==> config.mk <==
export PLATFORM = sky130hd
export DESIGN_NAME = ir_beam_sync_break_detector
export DESIGN_NICKNAME = d
export VERILOG_FILES = /design/src/rtl/ibsb_pkg.sv /design/src/rtl/ibsb_tol_check.sv /design/src/rtl/ibsb_ctrl.sv /design/src/rtl/ir_beam_sync_break_detector.sv
export VERILOG_INCLUDE_DIRS = /design/src /design/src/rtl
export SDC_FILE = /design/constraint.sdc
export NUM_CORES = 1
export LEC_CHECK = 0
export BUFFER_PORTS_ARGS = -buffer_cell sky130_fd_sc_hd__buf_2
export CAP_MARGIN = 30
export CORE_AREA = 10 10 209 211
export DETAILED_ROUTE_END_ITERATION = 8
export DIE_AREA = 0 0 219 221
export PLACE_DENSITY = 0.91
export SYNTH_ARGS = -nofsm -noshare
export SYNTH_HDL_FRONTEND = slang
export SYNTH_SLANG_ARGS = --single-unit
==> constraint.sdc <==
create_clock -name clk -period 10.3 [get_ports clk]
set_clock_uncertainty 0.2 [all_clocks]
set_input_delay 2.06 -clock clk [delete_from_list [all_inputs] [get_ports clk]]
set_output_delay 2.06 -clock clk [all_outputs]
set_load 0.02 [all_outputs]
==> src/rtl/ir_beam_sync_break_detector_macros.svh <==
// Assertion macros for the IR beam sync and break detector.
// Included by the modules that carry assertions; expects clk and rst_n in scope.
`ifndef IR_BEAM_SYNC_BREAK_DETECTOR_MACROS_SVH
`define IR_BEAM_SYNC_BREAK_DETECTOR_MACROS_SVH
`ifndef NO_ASSERTIONS
// property checked only out of reset
`define IBSB_ASSERT(lbl, prop, msg) \
  lbl: assert property (@(posedge clk) disable iff (!rst_n) prop) else $error(msg);
// property checked in every cycle, reset included
`define IBSB_ASSERT_ALWAYS(lbl, prop, msg) \
  lbl: assert property (@(posedge clk) prop) else $error(msg);
`else
`define IBSB_ASSERT(lbl, prop, msg)
`define IBSB_ASSERT_ALWAYS(lbl, prop, msg)
`endif
`endif

==> src/rtl/ibsb_pkg.sv <==
// Shared types and constants for the IR beam sync and break detector.
// No dependencies; imported by every module of the block.
`timescale 1ns / 1ps

package ibsb_pkg;

  // field widths
  localparam int STAMP_BITS_DEF = 24;
  localparam int TOL_BITS       = 7;
  localparam int TIMEOUT_BITS   = 26;
  localparam int SHOTS_BITS     = 2;
  localparam int FTIME_BITS     = 27;
  localparam int INTERVAL_BITS  = 24;
  localparam int CFG_IDX_BITS   = 2;
  localparam int CFG_DATA_BITS  = 26;
  localparam int K_BITS         = 8;

  // percent reference for the tolerance compare
  localparam logic [K_BITS-1:0] PERCENT = 8'd100;

  // register reset values
  localparam logic [TOL_BITS-1:0]     TOL_RESET     = 7'd10;
  localparam logic [TIMEOUT_BITS-1:0] TIMEOUT_RESET = 26'd19660800;
  localparam logic [SHOTS_BITS-1:0]   SHOTS_RESET   = 2'd0;
  localparam logic [SHOTS_BITS-1:0]   SHOTS_MAX     = 2'd2;

  // pulses collected before the lock check
  localparam logic [1:0] PULSES_FOR_SYNC = 2'd3;

  // register indexes
  typedef enum logic [CFG_IDX_BITS-1:0] {
    REG_TOLERANCE = 2'd0,
    REG_TIMEOUT   = 2'd1,
    REG_SHOTS     = 2'd2,
    REG_NONE      = 2'd3
  } reg_idx_t;

  // event kinds
  typedef enum logic [1:0] {
    FUNC_PULSE = 2'd0,
    FUNC_MISS  = 2'd1,
    FUNC_TICK  = 2'd2,
    FUNC_START = 2'd3
  } func_t;

  // receiver modes
  typedef enum logic {
    MODE_SYNC  = 1'b0,
    MODE_WATCH = 1'b1
  } mode_t;

  // configuration registers
  typedef struct packed {
    logic [TOL_BITS-1:0]     tolerance_percent;
    logic [TIMEOUT_BITS-1:0] feedback_timeout;
    logic [SHOTS_BITS-1:0]   shot_setting;
  } cfg_t;

  // one result word
  typedef struct packed {
    logic                  mode_now;
    logic                  sync_locked;
    logic                  sync_entered;
    logic                  camera_trigger;
    logic [SHOTS_BITS-1:0] trigger_shots;
    logic                  feedback_start;
    logic                  feedback_stop;
    logic                  pulse_rearm;
  } res_t;

endpackage

==> src/rtl/ibsb_tol_check.sv <==
// Gap tolerance compare: second gap within +/- percent of the first gap.
// Depends on ibsb_pkg.
`timescale 1ns / 1ps

module ibsb_tol_check
  import ibsb_pkg::*;
#(
  parameter int STAMP_BITS = STAMP_BITS_DEF
) (
  input  logic [STAMP_BITS-1:0] first_gap,
  input  logic [STAMP_BITS-1:0] second_gap,
  input  logic [TOL_BITS-1:0]   tolerance,
  output logic                  gap_ok
);

  localparam int PW = STAMP_BITS + K_BITS;

  logic [K_BITS-1:0] upper_k;
  logic [K_BITS-1:0] lower_k;
  logic [PW-1:0]     scaled;
  logic [PW-1:0]     upper;
  logic [PW-1:0]     lower;
  logic              wide_tol;

  // scale factors 100+tol and 100-tol
  assign upper_k  = PERCENT + K_BITS'(tolerance);
  assign lower_k  = PERCENT - K_BITS'(tolerance);
  assign wide_tol = (K_BITS'(tolerance) >= PERCENT);

  // three narrow products in parallel
  assign scaled = PW'(second_gap) * PW'(PERCENT);
  assign upper  = PW'(first_gap) * PW'(upper_k);
  assign lower  = PW'(first_gap) * PW'(lower_k);

  // lower bound drops out at 100 percent and above
  assign gap_ok = (scaled <= upper) && (wide_tol || (scaled >= lower));

endmodule

==> src/rtl/ibsb_ctrl.sv <==
// Receiver state and per-word event decode: sync gap collection, mode,
// feedback timer. Depends on ibsb_pkg, ibsb_tol_check and the macro header.
`timescale 1ns / 1ps
`include "ir_beam_sync_break_detector_macros.svh"

module ibsb_ctrl
  import ibsb_pkg::*;
#(
  parameter int STAMP_BITS = STAMP_BITS_DEF
) (
  input  logic                     clk,
  input  logic                     rst_n,
  input  logic                     advance,
  input  func_t                    func,
  input  logic [STAMP_BITS-1:0]    stamp,
  input  logic [INTERVAL_BITS-1:0] interval,
  input  cfg_t                     cfg,
  output res_t                     res
);

  // pulses_left values for each sync step
  localparam logic [1:0] PL_FIRST_GAP  = 2'd2;
  localparam logic [1:0] PL_SECOND_GAP = 2'd1;
  localparam logic [1:0] PL_CHECK      = 2'd0;

  mode_t                  mode_r, mode_nxt;
  logic [1:0]             pulses_left_r, pulses_left_nxt;
  logic [STAMP_BITS-1:0]  prev_stamp_r, prev_stamp_nxt;
  logic [STAMP_BITS-1:0]  first_gap_r, first_gap_nxt;
  logic [STAMP_BITS-1:0]  second_gap_r, second_gap_nxt;
  logic [FTIME_BITS-1:0]  ftime_r, ftime_nxt;

  logic [STAMP_BITS-1:0]  gap;
  logic [FTIME_BITS-1:0]  ftime_sum;
  logic [FTIME_BITS-1:0]  timeout_ext;
  logic                   gaps_match;

  assign gap         = stamp - prev_stamp_r;
  assign ftime_sum   = ftime_r + FTIME_BITS'(interval);
  assign timeout_ext = FTIME_BITS'(cfg.feedback_timeout);

  ibsb_tol_check #(
    .STAMP_BITS (STAMP_BITS)
  ) u_tol_check (
    .first_gap  (first_gap_r),
    .second_gap (second_gap_r),
    .tolerance  (cfg.tolerance_percent),
    .gap_ok     (gaps_match)
  );

  // event decode and next state
  always_comb begin
    mode_nxt        = mode_r;
    pulses_left_nxt = pulses_left_r;
    prev_stamp_nxt  = prev_stamp_r;
    first_gap_nxt   = first_gap_r;
    second_gap_nxt  = second_gap_r;
    ftime_nxt       = ftime_r;
    res             = '0;
    unique case (func)
      FUNC_PULSE: begin
        if (mode_r == MODE_SYNC) begin
          priority if (pulses_left_r == PULSES_FOR_SYNC) begin
            prev_stamp_nxt  = stamp;
            pulses_left_nxt = PL_FIRST_GAP;
          end else if (pulses_left_r == PL_FIRST_GAP) begin
            first_gap_nxt   = gap;
            prev_stamp_nxt  = stamp;
            pulses_left_nxt = PL_SECOND_GAP;
          end else if (pulses_left_r == PL_SECOND_GAP) begin
            second_gap_nxt  = gap;
            prev_stamp_nxt  = stamp;
            pulses_left_nxt = PL_CHECK;
          end else begin
            pulses_left_nxt = PULSES_FOR_SYNC;
          end
          if ((pulses_left_r == PL_CHECK) && gaps_match) begin
            res.sync_locked = 1'b1;
            mode_nxt        = MODE_WATCH;
          end else begin
            res.pulse_rearm   = 1'b1;
            res.feedback_stop = 1'b1;
          end
        end else begin
          res.feedback_start = (ftime_r < timeout_ext);
        end
      end
      FUNC_MISS: begin
        res.feedback_stop  = 1'b1;
        res.sync_entered   = 1'b1;
        res.camera_trigger = 1'b1;
        res.trigger_shots  = cfg.shot_setting;
        mode_nxt           = MODE_SYNC;
      end
      FUNC_TICK: begin
        if (ftime_sum >= timeout_ext) begin
          res.feedback_stop = 1'b1;
          ftime_nxt         = '0;
        end else begin
          ftime_nxt = ftime_sum;
        end
      end
      FUNC_START: begin
        ftime_nxt        = '0;
        res.sync_entered = 1'b1;
        mode_nxt         = MODE_SYNC;
      end
    endcase
    res.mode_now = mode_nxt;
  end

  // state registers, updated as each word moves to the result register
  always_ff @(posedge clk) begin
    if (!rst_n) begin
      mode_r        <= MODE_WATCH;
      pulses_left_r <= PULSES_FOR_SYNC;
      prev_stamp_r  <= '0;
      first_gap_r   <= '0;
      second_gap_r  <= '0;
      ftime_r       <= '0;
    end else if (advance) begin
      mode_r        <= mode_nxt;
      pulses_left_r <= pulses_left_nxt;
      prev_stamp_r  <= prev_stamp_nxt;
      first_gap_r   <= first_gap_nxt;
      second_gap_r  <= second_gap_nxt;
      ftime_r       <= ftime_nxt;
    end
  end

  // reset leaves the receiver watching with a full pulse count
  `IBSB_ASSERT_ALWAYS(a_reset_state, !rst_n |=> (mode_r == MODE_WATCH) && (pulses_left_r == PULSES_FOR_SYNC), "reset state wrong")
  // a lock restarts the pulse count and enters watching
  `IBSB_ASSERT(a_lock_rearms, advance && res.sync_locked |=> (mode_r == MODE_WATCH) && (pulses_left_r == PULSES_FOR_SYNC), "lock did not restart sync")
  // a tick timeout clears the feedback timer
  `IBSB_ASSERT(a_tick_clear, advance && (func == FUNC_TICK) && res.feedback_stop |=> ftime_r == '0, "feedback timer not cleared")

endmodule

==> src/rtl/ir_beam_sync_break_detector.sv <==
// Top level of the IR beam sync and break detector: configuration registers,
// input register, result register. Depends on ibsb_pkg, ibsb_ctrl, macro header.
`timescale 1ns / 1ps
`include "ir_beam_sync_break_detector_macros.svh"

// IR beam receiver controller. Each accepted event word (pulse, window missed,
// tick, start) gives exactly one result word. It takes one word per clock while
// the result side does not stall; an accepted word is loaded into the input
// register and moves on into the result register once that register is free or
// being drained, with the sync gap check and feedback timer update done in the
// single logic stage between them. The input side keeps taking words while a
// result waits, as long as the input register is empty or drains into the result
// register. Configuration (tolerance percent, feedback timeout, shot setting) is
// written through cfg_wr_en, cfg_index and cfg_wdata with no wait; a shot setting
// of 3 is held as 2 and index 3 is ignored. After reset the receiver is in
// watching mode.
module ir_beam_sync_break_detector
  import ibsb_pkg::*;
#(
  parameter int STAMP_BITS = STAMP_BITS_DEF
) (
  input  logic                     clk,
  input  logic                     rst_n,
  // configuration write port
  input  logic                     cfg_wr_en,
  input  logic [CFG_IDX_BITS-1:0]  cfg_index,
  input  logic [CFG_DATA_BITS-1:0] cfg_wdata,
  // event channel
  input  logic                     in_valid,
  output logic                     in_ready,
  input  logic [1:0]               in_func,
  input  logic [STAMP_BITS-1:0]    in_pulse_stamp,
  input  logic [INTERVAL_BITS-1:0] in_tick_interval,
  // result channel
  output logic                     out_valid,
  input  logic                     out_ready,
  output logic                     out_mode_now,
  output logic                     out_sync_locked,
  output logic                     out_sync_entered,
  output logic                     out_camera_trigger,
  output logic [SHOTS_BITS-1:0]    out_trigger_shots,
  output logic                     out_feedback_start,
  output logic                     out_feedback_stop,
  output logic                     out_pulse_rearm
);

  cfg_t                     cfg_r;
  logic [SHOTS_BITS-1:0]    shots_wr;

  logic                     in_valid_r;
  func_t                    func_r;
  logic [STAMP_BITS-1:0]    stamp_r;
  logic [INTERVAL_BITS-1:0] interval_r;

  logic                     out_valid_r;
  res_t                     res_r;
  res_t                     res_nxt;
  logic                     advance;

  // configuration registers, shot setting saturated at two shots
  assign shots_wr = (cfg_wdata[SHOTS_BITS-1:0] > SHOTS_MAX) ? SHOTS_MAX
                                                            : cfg_wdata[SHOTS_BITS-1:0];

  always_ff @(posedge clk) begin
    if (!rst_n) begin
      cfg_r.tolerance_percent <= TOL_RESET;
      cfg_r.feedback_timeout  <= TIMEOUT_RESET;
      cfg_r.shot_setting      <= SHOTS_RESET;
    end else if (cfg_wr_en) begin
      unique case (reg_idx_t'(cfg_index))
        REG_TOLERANCE: cfg_r.tolerance_percent <= cfg_wdata[TOL_BITS-1:0];
        REG_TIMEOUT:   cfg_r.feedback_timeout  <= cfg_wdata[TIMEOUT_BITS-1:0];
        REG_SHOTS:     cfg_r.shot_setting      <= shots_wr;
        REG_NONE:      cfg_r                   <= cfg_r;
      endcase
    end
  end

  // word moves on when the result register is free or being drained
  assign advance  = in_valid_r && (!out_valid_r || out_ready);
  assign in_ready = !in_valid_r || advance;

  // input register
  always_ff @(posedge clk) begin
    if (!rst_n) begin
      in_valid_r <= 1'b0;
    end else if (in_ready) begin
      in_valid_r <= in_valid;
    end
  end

  always_ff @(posedge clk) begin
    if (in_valid && in_ready) begin
      func_r     <= func_t'(in_func);
      stamp_r    <= in_pulse_stamp;
      interval_r <= in_tick_interval;
    end
  end

  ibsb_ctrl #(
    .STAMP_BITS (STAMP_BITS)
  ) u_ctrl (
    .clk      (clk),
    .rst_n    (rst_n),
    .advance  (advance),
    .func     (func_r),
    .stamp    (stamp_r),
    .interval (interval_r),
    .cfg      (cfg_r),
    .res      (res_nxt)
  );

  // result register
  always_ff @(posedge clk) begin
    if (!rst_n) begin
      out_valid_r <= 1'b0;
    end else if (advance) begin
      out_valid_r <= 1'b1;
    end else if (out_ready) begin
      out_valid_r <= 1'b0;
    end
  end

  always_ff @(posedge clk) begin
    if (advance) begin
      res_r <= res_nxt;
    end
  end

  assign out_valid          = out_valid_r;
  assign out_mode_now       = res_r.mode_now;
  assign out_sync_locked    = res_r.sync_locked;
  assign out_sync_entered   = res_r.sync_entered;
  assign out_camera_trigger = res_r.camera_trigger;
  assign out_trigger_shots  = res_r.trigger_shots;
  assign out_feedback_start = res_r.feedback_start;
  assign out_feedback_stop  = res_r.feedback_stop;
  assign out_pulse_rearm    = res_r.pulse_rearm;

  // an empty result register never blocks the input
  `IBSB_ASSERT(a_ready_when_empty, !out_valid_r |-> in_ready, "input blocked with empty output")
  // a held word reaches the result register when the output is free
  `IBSB_ASSERT(a_word_moves, in_valid_r && !out_valid_r |=> out_valid_r, "held word did not move")
  // a camera trigger always comes with entry to syncing
  `IBSB_ASSERT(a_trigger_syncs, out_valid_r && res_r.camera_trigger |-> res_r.sync_entered && !res_r.mode_now, "trigger without sync entry")

endmodule

* Word level (Yosys, flattened, before mapping)
Index checks and enable logic that the tools add are counted.
** Word-level totals
- Word-level logic and storage cells :: 93
- Bits in registers :: 198
- Output and inout port bits :: 11
- Input port bits :: 83
** Operators by class
- Bitwise logic cells :: 4
- Reductions and logical operators :: 26
- Multiply operators :: 3
- Add/subtract/negate cells :: 4
- Equal/unequal tests :: 8
- Order comparisons :: 6
- Mux-type cells :: 20
** Operators by type and width (count)
- 2-to-1 mux 24 bit :: 3
- multiplier 24 x 8 -> 32 bit :: 2
- case mux 27 bit (2 select lines) :: 1
- >= comparator 31 x 32 -> 1 bit :: 1
- less-or-equal comparator 31 x 32 -> 1 bit :: 1
- multiplier 24 x 5 -> 29 bit, second input constant :: 1
- adder 27 x 24 -> 27 bit :: 1
- >= comparator 27 x 26 -> 1 bit :: 1
- < comparator 27 x 26 -> 1 bit :: 1
- 2-to-1 mux 27 bit :: 1
- subtractor 24 bit :: 1
- 2-to-1 mux 2 bit :: 6
- equality test 2 bit, second input constant :: 5
- AND reduction 2 bit :: 5
- adder 7 x 7 -> 8 bit, first input constant :: 1
- subtractor 7 x 7 -> 8 bit, first input constant :: 1
- >= comparator 7 bit, second input constant :: 1
- equality test 2 x 1 -> 1 bit, second input constant :: 3
- logical NOT 2 bit :: 3
- 2-to-1 mux 1 bit :: 6
- AND reduction 6 bit :: 1
- AND reduction 5 bit :: 1
- logical AND 1 bit :: 4
- inverter 1 bit :: 4
- 11 further kinds :: 16

* Logic depth before layout (Yosys ltp)
Gate-level depths: netlist of run 1.
- Depth after elaboration :: 9
- Gate-level depth with buffers :: 35
- Mapped depth without buffers :: 34

* Modules after synthesis
Synthesis of run 1 repeated with hierarchy kept, for this count alone.
** Unflattened totals
- Cells, all modules :: 3058
- Area total of the unflattened synthesis :: 26605.5 µm²
** By module, submodules not included
- ibsb_tol_check :: cells each 1898, area each 15787.6 µm², instances 1, sequential area each 0.0 µm²
- ibsb_ctrl :: cells each 943, area each 7542.2 µm², instances 1, sequential area each 2042.0 µm²
- ir_beam_sync_break_detector :: cells each 217, area each 3275.6 µm², instances 1, sequential area each 2512.4 µm²

* Worst setup path after synthesis of run 1
OpenSTA, ideal clock, no wires.
- Path kind :: register to register
- Start point :: register cfg_r[28] (netlist name)
- End point :: register u_ctrl.mode_r
- Setup time :: 122 ps
- Data required time :: 9978 ps
- Path buffers :: 2
- Arrival time :: 7661 ps
- Setup slack :: 2318 ps
- Period minus slack after synthesis :: 7982 ps
- Stages on the path, launching flop included :: 35
- Cells stage by stage :: dfxtp_1 -> clkbuf_1 -> inv_1 -> ha_1 -> a21oi_1 -> o21ai_0 -> xor2_1 -> clkbuf_1 -> and2_1 -> fa_1 -> fa_1 -> fa_1 -> inv_1 -> fa_1 -> inv_1 -> ha_1 -> a21oi_1 -> nor3b_1 -> o21ai_0 -> a31oi_1 -> o31ai_1 -> a211o_1 -> a221oi_2 -> o21bai_1 -> a21oi_1 -> xor2_1 -> ha_1 -> a211o_1 -> a211oi_1 -> nand3_1 -> o211ai_1 -> a31oi_1 -> a21bo_2 -> a31oi_2 -> a221o_1
** Between the ends
- Cells in the longest elaborated chain, start to end :: 9
- Elaborated cells on any way between the ends :: 13
- Those cells by class :: add/sub (2); mul (2); order compare (3); mux (3); reduce/logical (3)
** Ends and longest elaborated chain
- start: declaration :: RTL line ir_beam_sync_break_detector.sv:47 : cfg_t cfg_r;
- start signal: assignment :: RTL line ir_beam_sync_break_detector.sv:74 : REG_NONE: cfg_r <= cfg_r;
- subtractor 7 x 7 -> 8 bit :: RTL line ibsb_tol_check.sv:27 : assign lower_k = PERCENT - K_BITS'(tolerance);
- multiplier 24 x 8 -> 32 bit :: RTL line ibsb_tol_check.sv:33 : assign lower = PW'(first_gap) * PW'(lower_k);
- >= comparator 31 x 32 -> 1 bit :: RTL line ibsb_tol_check.sv:36 : assign gap_ok = (scaled <= upper) && (wide_tol || (scaled >= lower));
- logical OR 1 bit :: RTL line ibsb_tol_check.sv:36
- logical AND 1 bit * :: RTL line ibsb_tol_check.sv:36
- logical AND 1 bit * :: RTL line ibsb_ctrl.sv:77 : if ((pulses_left_r == PL_CHECK) && gaps_match) begin
- 2-to-1 mux 1 bit * :: RTL line ibsb_ctrl.sv:77
- 2-to-1 mux 1 bit * :: RTL line ibsb_ctrl.sv:62 : if (mode_r == MODE_SYNC) begin
- case mux 1 bit (2 select lines) * :: RTL line ibsb_ctrl.sv:60 : unique case (func)
- end signal: assignment :: RTL line ibsb_ctrl.sv:122 : mode_r <= mode_nxt;
- end: declaration :: RTL line ibsb_ctrl.sv:26 : mode_t mode_r, mode_nxt;
Mark *: on every way between the ends. The rest lies on a longest branch, timed or not.
A chain may end at the register's enable or synchronous reset.

* Worst setup path after layout of run 1
- Start point :: register cfg_r[29] (netlist name)
- End point :: register u_ctrl.mode_r
Same word-level chain as after synthesis.

==> impl_metrics.tcl, run 1 <==
set metrics [dict create \
    status "complete, no violations" \
    routed_wl_um 64500 \
    ys_warn_count 0 \
    chipHeight_um 221 \
    synth_adder_area_share_pct 39.3 \
    slowest_delay_ns 0.98 \
    grt_pass1_wl_um 109000 \
    hpwl_um 52200 \
    ys_seq_area_share_pct 17.9 \
    cts-htree-levels 4 \
    required_ns 10.46 \
    synth-edff-count 59 \
    rows 73 \
    end_kind "flop" \
    ir_drop_uv 244 \
    design.core.area_mm2 0.0395 \
    postSynthCellCount 2927 \
    synth_area_leader_cell "fa_1" \
    synthXorXnorAreaFrac_pct 4.30 \
    synth_top_area_share_pct 22.4 \
    cts_hold_buf 0 \
    overflow 0 \
    cp_slowest_cell "dfxtp_1" \
    relSlewSlack_pct 29.5 \
    arrival_ns 9.79 \
    avgRoutedWirePerCell_um 18.3 \
    first_pass_iters 7 \
    post-cts-setup-buffers 0 \
    dpl_cell_area_mm2 0.0265 \
    cts.sinks 198 \
    start_kind "flop" \
    clockRootBuffer "clkbuf_16" \
    p_per_area_mw_per_mm2 64.0 \
    synth_top_family_by_area "adder cells" \
    period_share_pct 93.5 \
    numPortBuffers 93 \
    synth_area_per_cell_um2 8.70 \
    hp-class "reg2reg" \
    cts.path.max_buffers 2 \
    rsz0062_at_grt "no" \
    setup_viol 0 \
    fin_area_mm2 0.0271 \
    fin_cells 3515 \
    synth_cell_types 70 \
    ys_async_sr_fraction_pct 0 \
    drive_gt1_share_pct 5.82 \
    numCtsBuffers 17 \
    power.leakage_nw 13.4 \
    final_cell_mix "inv_1, nand2_1, ha_1, fa_1" \
    die_area_mm2 0.0484 \
    synth_nets 3640 \
    setup_tns_ns 0 \
    start_util_pct 64.6 \
    vias_per_cell 5.85 \
    crit_path_frequent_cell "fa_1" \
    die_x_um 219 \
    drt_iter0_markers 1332 \
    grt_max_degree 90 \
    worstSetupPathType "reg2reg" \
    syn_area_mm2 0.0255 \
    ys_ff_latch 198 \
    synthMuxAreaShare_pct 0.196 \
    synthSimpleGateAreaFrac_pct 15.7 \
    vias 20600 \
    layout_commonest_cell "inv_1" \
    cts.repair.resized 0 \
    synth_compound_area_share_pct 13.7 \
    synthToLayoutAreaGrowth_pct 6.43 \
    hold_violations 0 \
    clkTransAtPathRegs_ns 0.08 \
    fmax_mhz 104 \
    fin_nets 3690 \
    critPathMaxFanout 26 \
    antenna_found_initial 0 \
    grt_pass1_vias 22400 \
    synth.top_cells.by_area "fa_1, ha_1, dfxtp_1" \
    synth_ff_type "dfxtp_1" \
    dpl.cell_count 3482 \
    worst_pin_slew_ns 1.05 \
    ant_nets 0 \
    grtUsageTotal_pct 27.3 \
    clkLatencyLatePin_ns 0.47 \
    max_cap_violations 0 \
    n_fill_cell 3017 \
    diodes 0 \
    cts_tree "built" \
    slew_viol_final 0 \
    setup_slack_ns 0.673 \
    gp_congestion 0.963 \
    design.portCount 94 \
    pre_cts_ws_ns 0.849 \
    fin_crit_ns 9.63 \
    drcViolationCount 0 \
]
[critical path: cells and delay by family (launching register included)]
kind                       cells  cell delay [ns]
adders and majority gates      7             2.86
buffers and inverters          3             0.28
DFF                            1             0.98
AOI/OAI and AO/OA             17             3.91
xor gates and xnor gates       2             0.71
and+or+nand+nor                3             0.57
[power breakdown]
part,internal [mW],switching [mW],leakage (nW)
Clock,0.339,0.325,0.282
Combinational,0.0838,0.146,11.4
Sequential,0.825,0.0155,1.70
[logic make-up after synthesis]
group                      after synthesis
and+or+nand+nor                        825
muxes                                    5
adders and majority gates              630
DFF                                    198
AOI/OAI and AO/OA                      541
buffers and inverters                  603
xor gates and xnor gates               125
[metal layers]
metal  share of wire [%]  wire, um  track usage, %
met5                   0         0               0
met4                 3.4      2220            10.7
met3                 6.3      4070            4.09
met2                  49     31800            46.9
met1                  41     26400            33.8
[final timing paths]
kind | from | end | depth (start not counted) | slack, ns
worst min-delay path | u_ctrl.prev_stamp_r[20] | u_ctrl.prev_stamp_r[20] | 2 | 0.26
worst min register to register | u_ctrl.prev_stamp_r[20] | u_ctrl.prev_stamp_r[20] | 2 | 0.26
worst max register to register | cfg_r[29] | u_ctrl.mode_r | 32 | 0.67
worst max-delay path | cfg_r[29] | u_ctrl.mode_r | 32 | 0.67
[layout make-up]
| class | instances | area (um^2) | share of cell area (%) |
|---|---|---|---|
| Sequential cell | 198 | 4550 | 16.8 |
| Multi-Input combinational cell | 2126 | 18700 | 68.8 |
| Tap cell | 525 | 657 | 2.42 |
| Clock buffer | 17 | 425 | 1.57 |
| Timing Repair Buffer | 126 | 761 | 2.81 |
| Clock inverter | 15 | 143 | 0.526 |
| Inverter | 508 | 1910 | 7.04 |
[stage by stage]
| step | util [%] | hold slack, ns | power [mW] |
|---|---|---|---|
| after floorplan | - | 0.236 | 0.999 |
| after global placement | 67.1 | 0.241 | 1.07 |
| after detailed placement | 67.3 | 0.246 | 1.08 |
| after CTS | 68.7 | 0.256 | 1.74 |
| after global routing | 68.7 | 0.284 | 1.79 |
| final | 68.7 | 0.256 | 1.73 |
[state kept, by name, indices dropped and copies added (netlist names)]
register              count
out_camera_trigger        1
func_r                    2
out_sync_locked           1
out_pulse_rearm           1
stamp_r                  24
out_feedback_stop         1
cfg_r                    35
u_ctrl.second_gap_r      24
out_trigger_shots         2
u_ctrl.pulses_left_r      2
out_sync_entered          1
u_ctrl.first_gap_r       24
u_ctrl.mode_r             1
u_ctrl.ftime_r           27
out_feedback_start        1
u_ctrl.prev_stamp_r      24
in_valid_r                1
out_valid                 1
out_mode_now              1
interval_r               24
[Yosys cell counts, types with 14 or more instances]
library cell  count
inv_1           507
nand2_1         346
ha_1            345
fa_1            285
a21oi_1         205
and2_1          205
dfxtp_1         139
nor2_1          103
clkbuf_1         91
o21ai_0          76
a21o_1           69
xnor2_1          68
edfxtp_1         59
xor2_1           57
nor2b_1          42
nand3_1          33
a211oi_1         30
o21a_1           28
a22o_1           27
nand4_1          22
o21bai_1         21
nor3_1           17
o211ai_1         15
o31ai_1          14
No activity file was read; power rests on OpenSTA's default activity.
==> inputs of run 2 (changes only) <==
Settings changed: CELL_PAD_IN_SITES_DETAIL_PLACEMENT from default to 1, CELL_PAD_IN_SITES_GLOBAL_PLACEMENT from default to 1, CORE_AREA 10 10 209 211 to 10 10 237 239, DIE_AREA 0 0 219 221 to 0 0 247 249, PLACE_DENSITY 0.91 to 0.9.
==> impl_metrics.tcl, run 2 (same netlist as run 1, synthesis figures left out) <==
set metrics [dict create \
    grt_max_degree 52 \
    worst_pin_slew_ns 1.17 \
    chipHeight_um 249 \
    hold_violations 0 \
    clockRootBuffer "clkbuf_16" \
    required_ns 10.33 \
    synthToLayoutAreaGrowth_pct 7.58 \
    drive_gt1_share_pct 6.04 \
    reg_top3 "cfg_r x35, u_ctrl.ftime_r x27" \
    setup_viol 0 \
    ir_drop_uv 126 \
    fin_cells 3679 \
    crit_start "cfg_r[30]" \
    design.portCount 94 \
    numCtsBuffers 17 \
    start_kind "flop" \
    vias_per_cell 5.78 \
    arrival_ns 9.50 \
    slowest_delay_ns 0.66 \
    design.core.area_mm2 0.0512 \
    rsz0062_at_grt "no" \
    fmax_mhz 106 \
    die_area_mm2 0.0615 \
    p_per_area_mw_per_mm2 65.3 \
    clkTransAtPathRegs_ns 0.07 \
    grt_pass1_wl_um 128000 \
    post-cts-setup-buffers 0 \
    grt_pass1_vias 24300 \
    antenna_found_initial 2 \
    worstHoldStart "cfg_r[11]" \
    period_share_pct 91.9 \
    status "complete, no violations" \
    r2r_start "cfg_r[30]" \
    critPathMaxFanout 10 \
    drcViolationCount 0 \
    drt_iter0_markers 1025 \
    cts.sinks 198 \
    avgRoutedWirePerCell_um 21.5 \
    power.leakage_nw 13.4 \
    clkLatencyLatePin_ns 0.49 \
    grtUsageTotal_pct 26.1 \
    gp_congestion 0.929 \
    regMostFlops "cfg_r" \
    final_cell_mix "inv_1, nand2_1, ha_1, fa_1" \
    routed_wl_um 79100 \
    fin_nets 3697 \
    setup_tns_ns 0 \
    first_pass_iters 5 \
    cts.repair.resized 0 \
    multi_input_area_mm2 0.0187 \
    vias 21300 \
    die_x_um 247 \
    largest_register_ffs 35 \
    max_cap_violations 0 \
    seqCellArea_mm2 0.00455 \
    layout_commonest_cell "inv_1" \
    dpl.cell_count 3641 \
    fin_crit_ns 9.47 \
    cts_hold_buf 0 \
    cts.path.max_buffers 2 \
    cts-htree-levels 4 \
    numPortBuffers 93 \
    start_util_pct 49.8 \
    overflow 0 \
    hp-class "reg2reg" \
    ant_nets 0 \
    n_fill_cell 6061 \
    crit_path_frequent_cell "fa_1" \
    design_power_total_mw 1.79 \
    worstSetupPathType "reg2reg" \
    hpwl_um 63500 \
    rows 83 \
    cts_tree "built" \
    relSlewSlack_pct 21.6 \
    cp_slowest_cell "xor2_1" \
    slew_viol_final 0 \
    end_kind "flop" \
]
## run 2: power breakdown
group	internal (mW)	total (mW)	switching [mW]
Combinational	0.0844	0.246	0.162
Sequential	0.825	0.840	0.0149
Clock	0.356	0.705	0.349
## run 2: final cells by class
type	instances	share of cell area, %
clock buffer	20	1.67
antenna	2	0.0183
tap	680	3.10
inverter	508	6.96
timing repair buffer	133	3.04
sequential	198	16.6
clock inverter	12	0.488
multi-input combinational	2126	68.1
## run 2: worst paths after layout
path                       end  slack [ns]  cells after the start
setup / recovery  out_mode_now        0.83                     32
hold / removal       cfg_r[11]        0.26                      2
setup reg to reg  out_mode_now        0.83                     32
hold reg to reg      cfg_r[11]        0.26                      2
## run 2: through the flow
stage               util [%]  setup WS (ns)  area [um^2]  hold WS, ns
floorplan                  -           2.32        25500        0.236
global placement        52.1           1.52        26700        0.242
detailed placement      52.2           1.08        26700        0.250
CTS                     53.4          0.992        27300        0.260
global route            53.5          0.255        27400        0.284
finish                  53.5          0.833        27400        0.259
## run 2: per-layer routing
layer / up-vias / part of all wire [%] / GRT usage (%)
met1: 10800 / 39 / 29.7
met4: 0 / 4.9 / 12.5
met2: 602 / 52 / 46.9
met3: 213 / 4.4 / 3.52
met5: - / 0 / 0
li1: 9623 / - / -
## run 2: worst max-delay path: cells and delay by family, from the launching register on
family	cells	cell delay, ns
compound gates	17	3.99
xor+xnor	2	0.75
fa+ha+maj	7	2.85
buf+inv	3	0.27
flops	1	0.54
simple gates	3	0.61
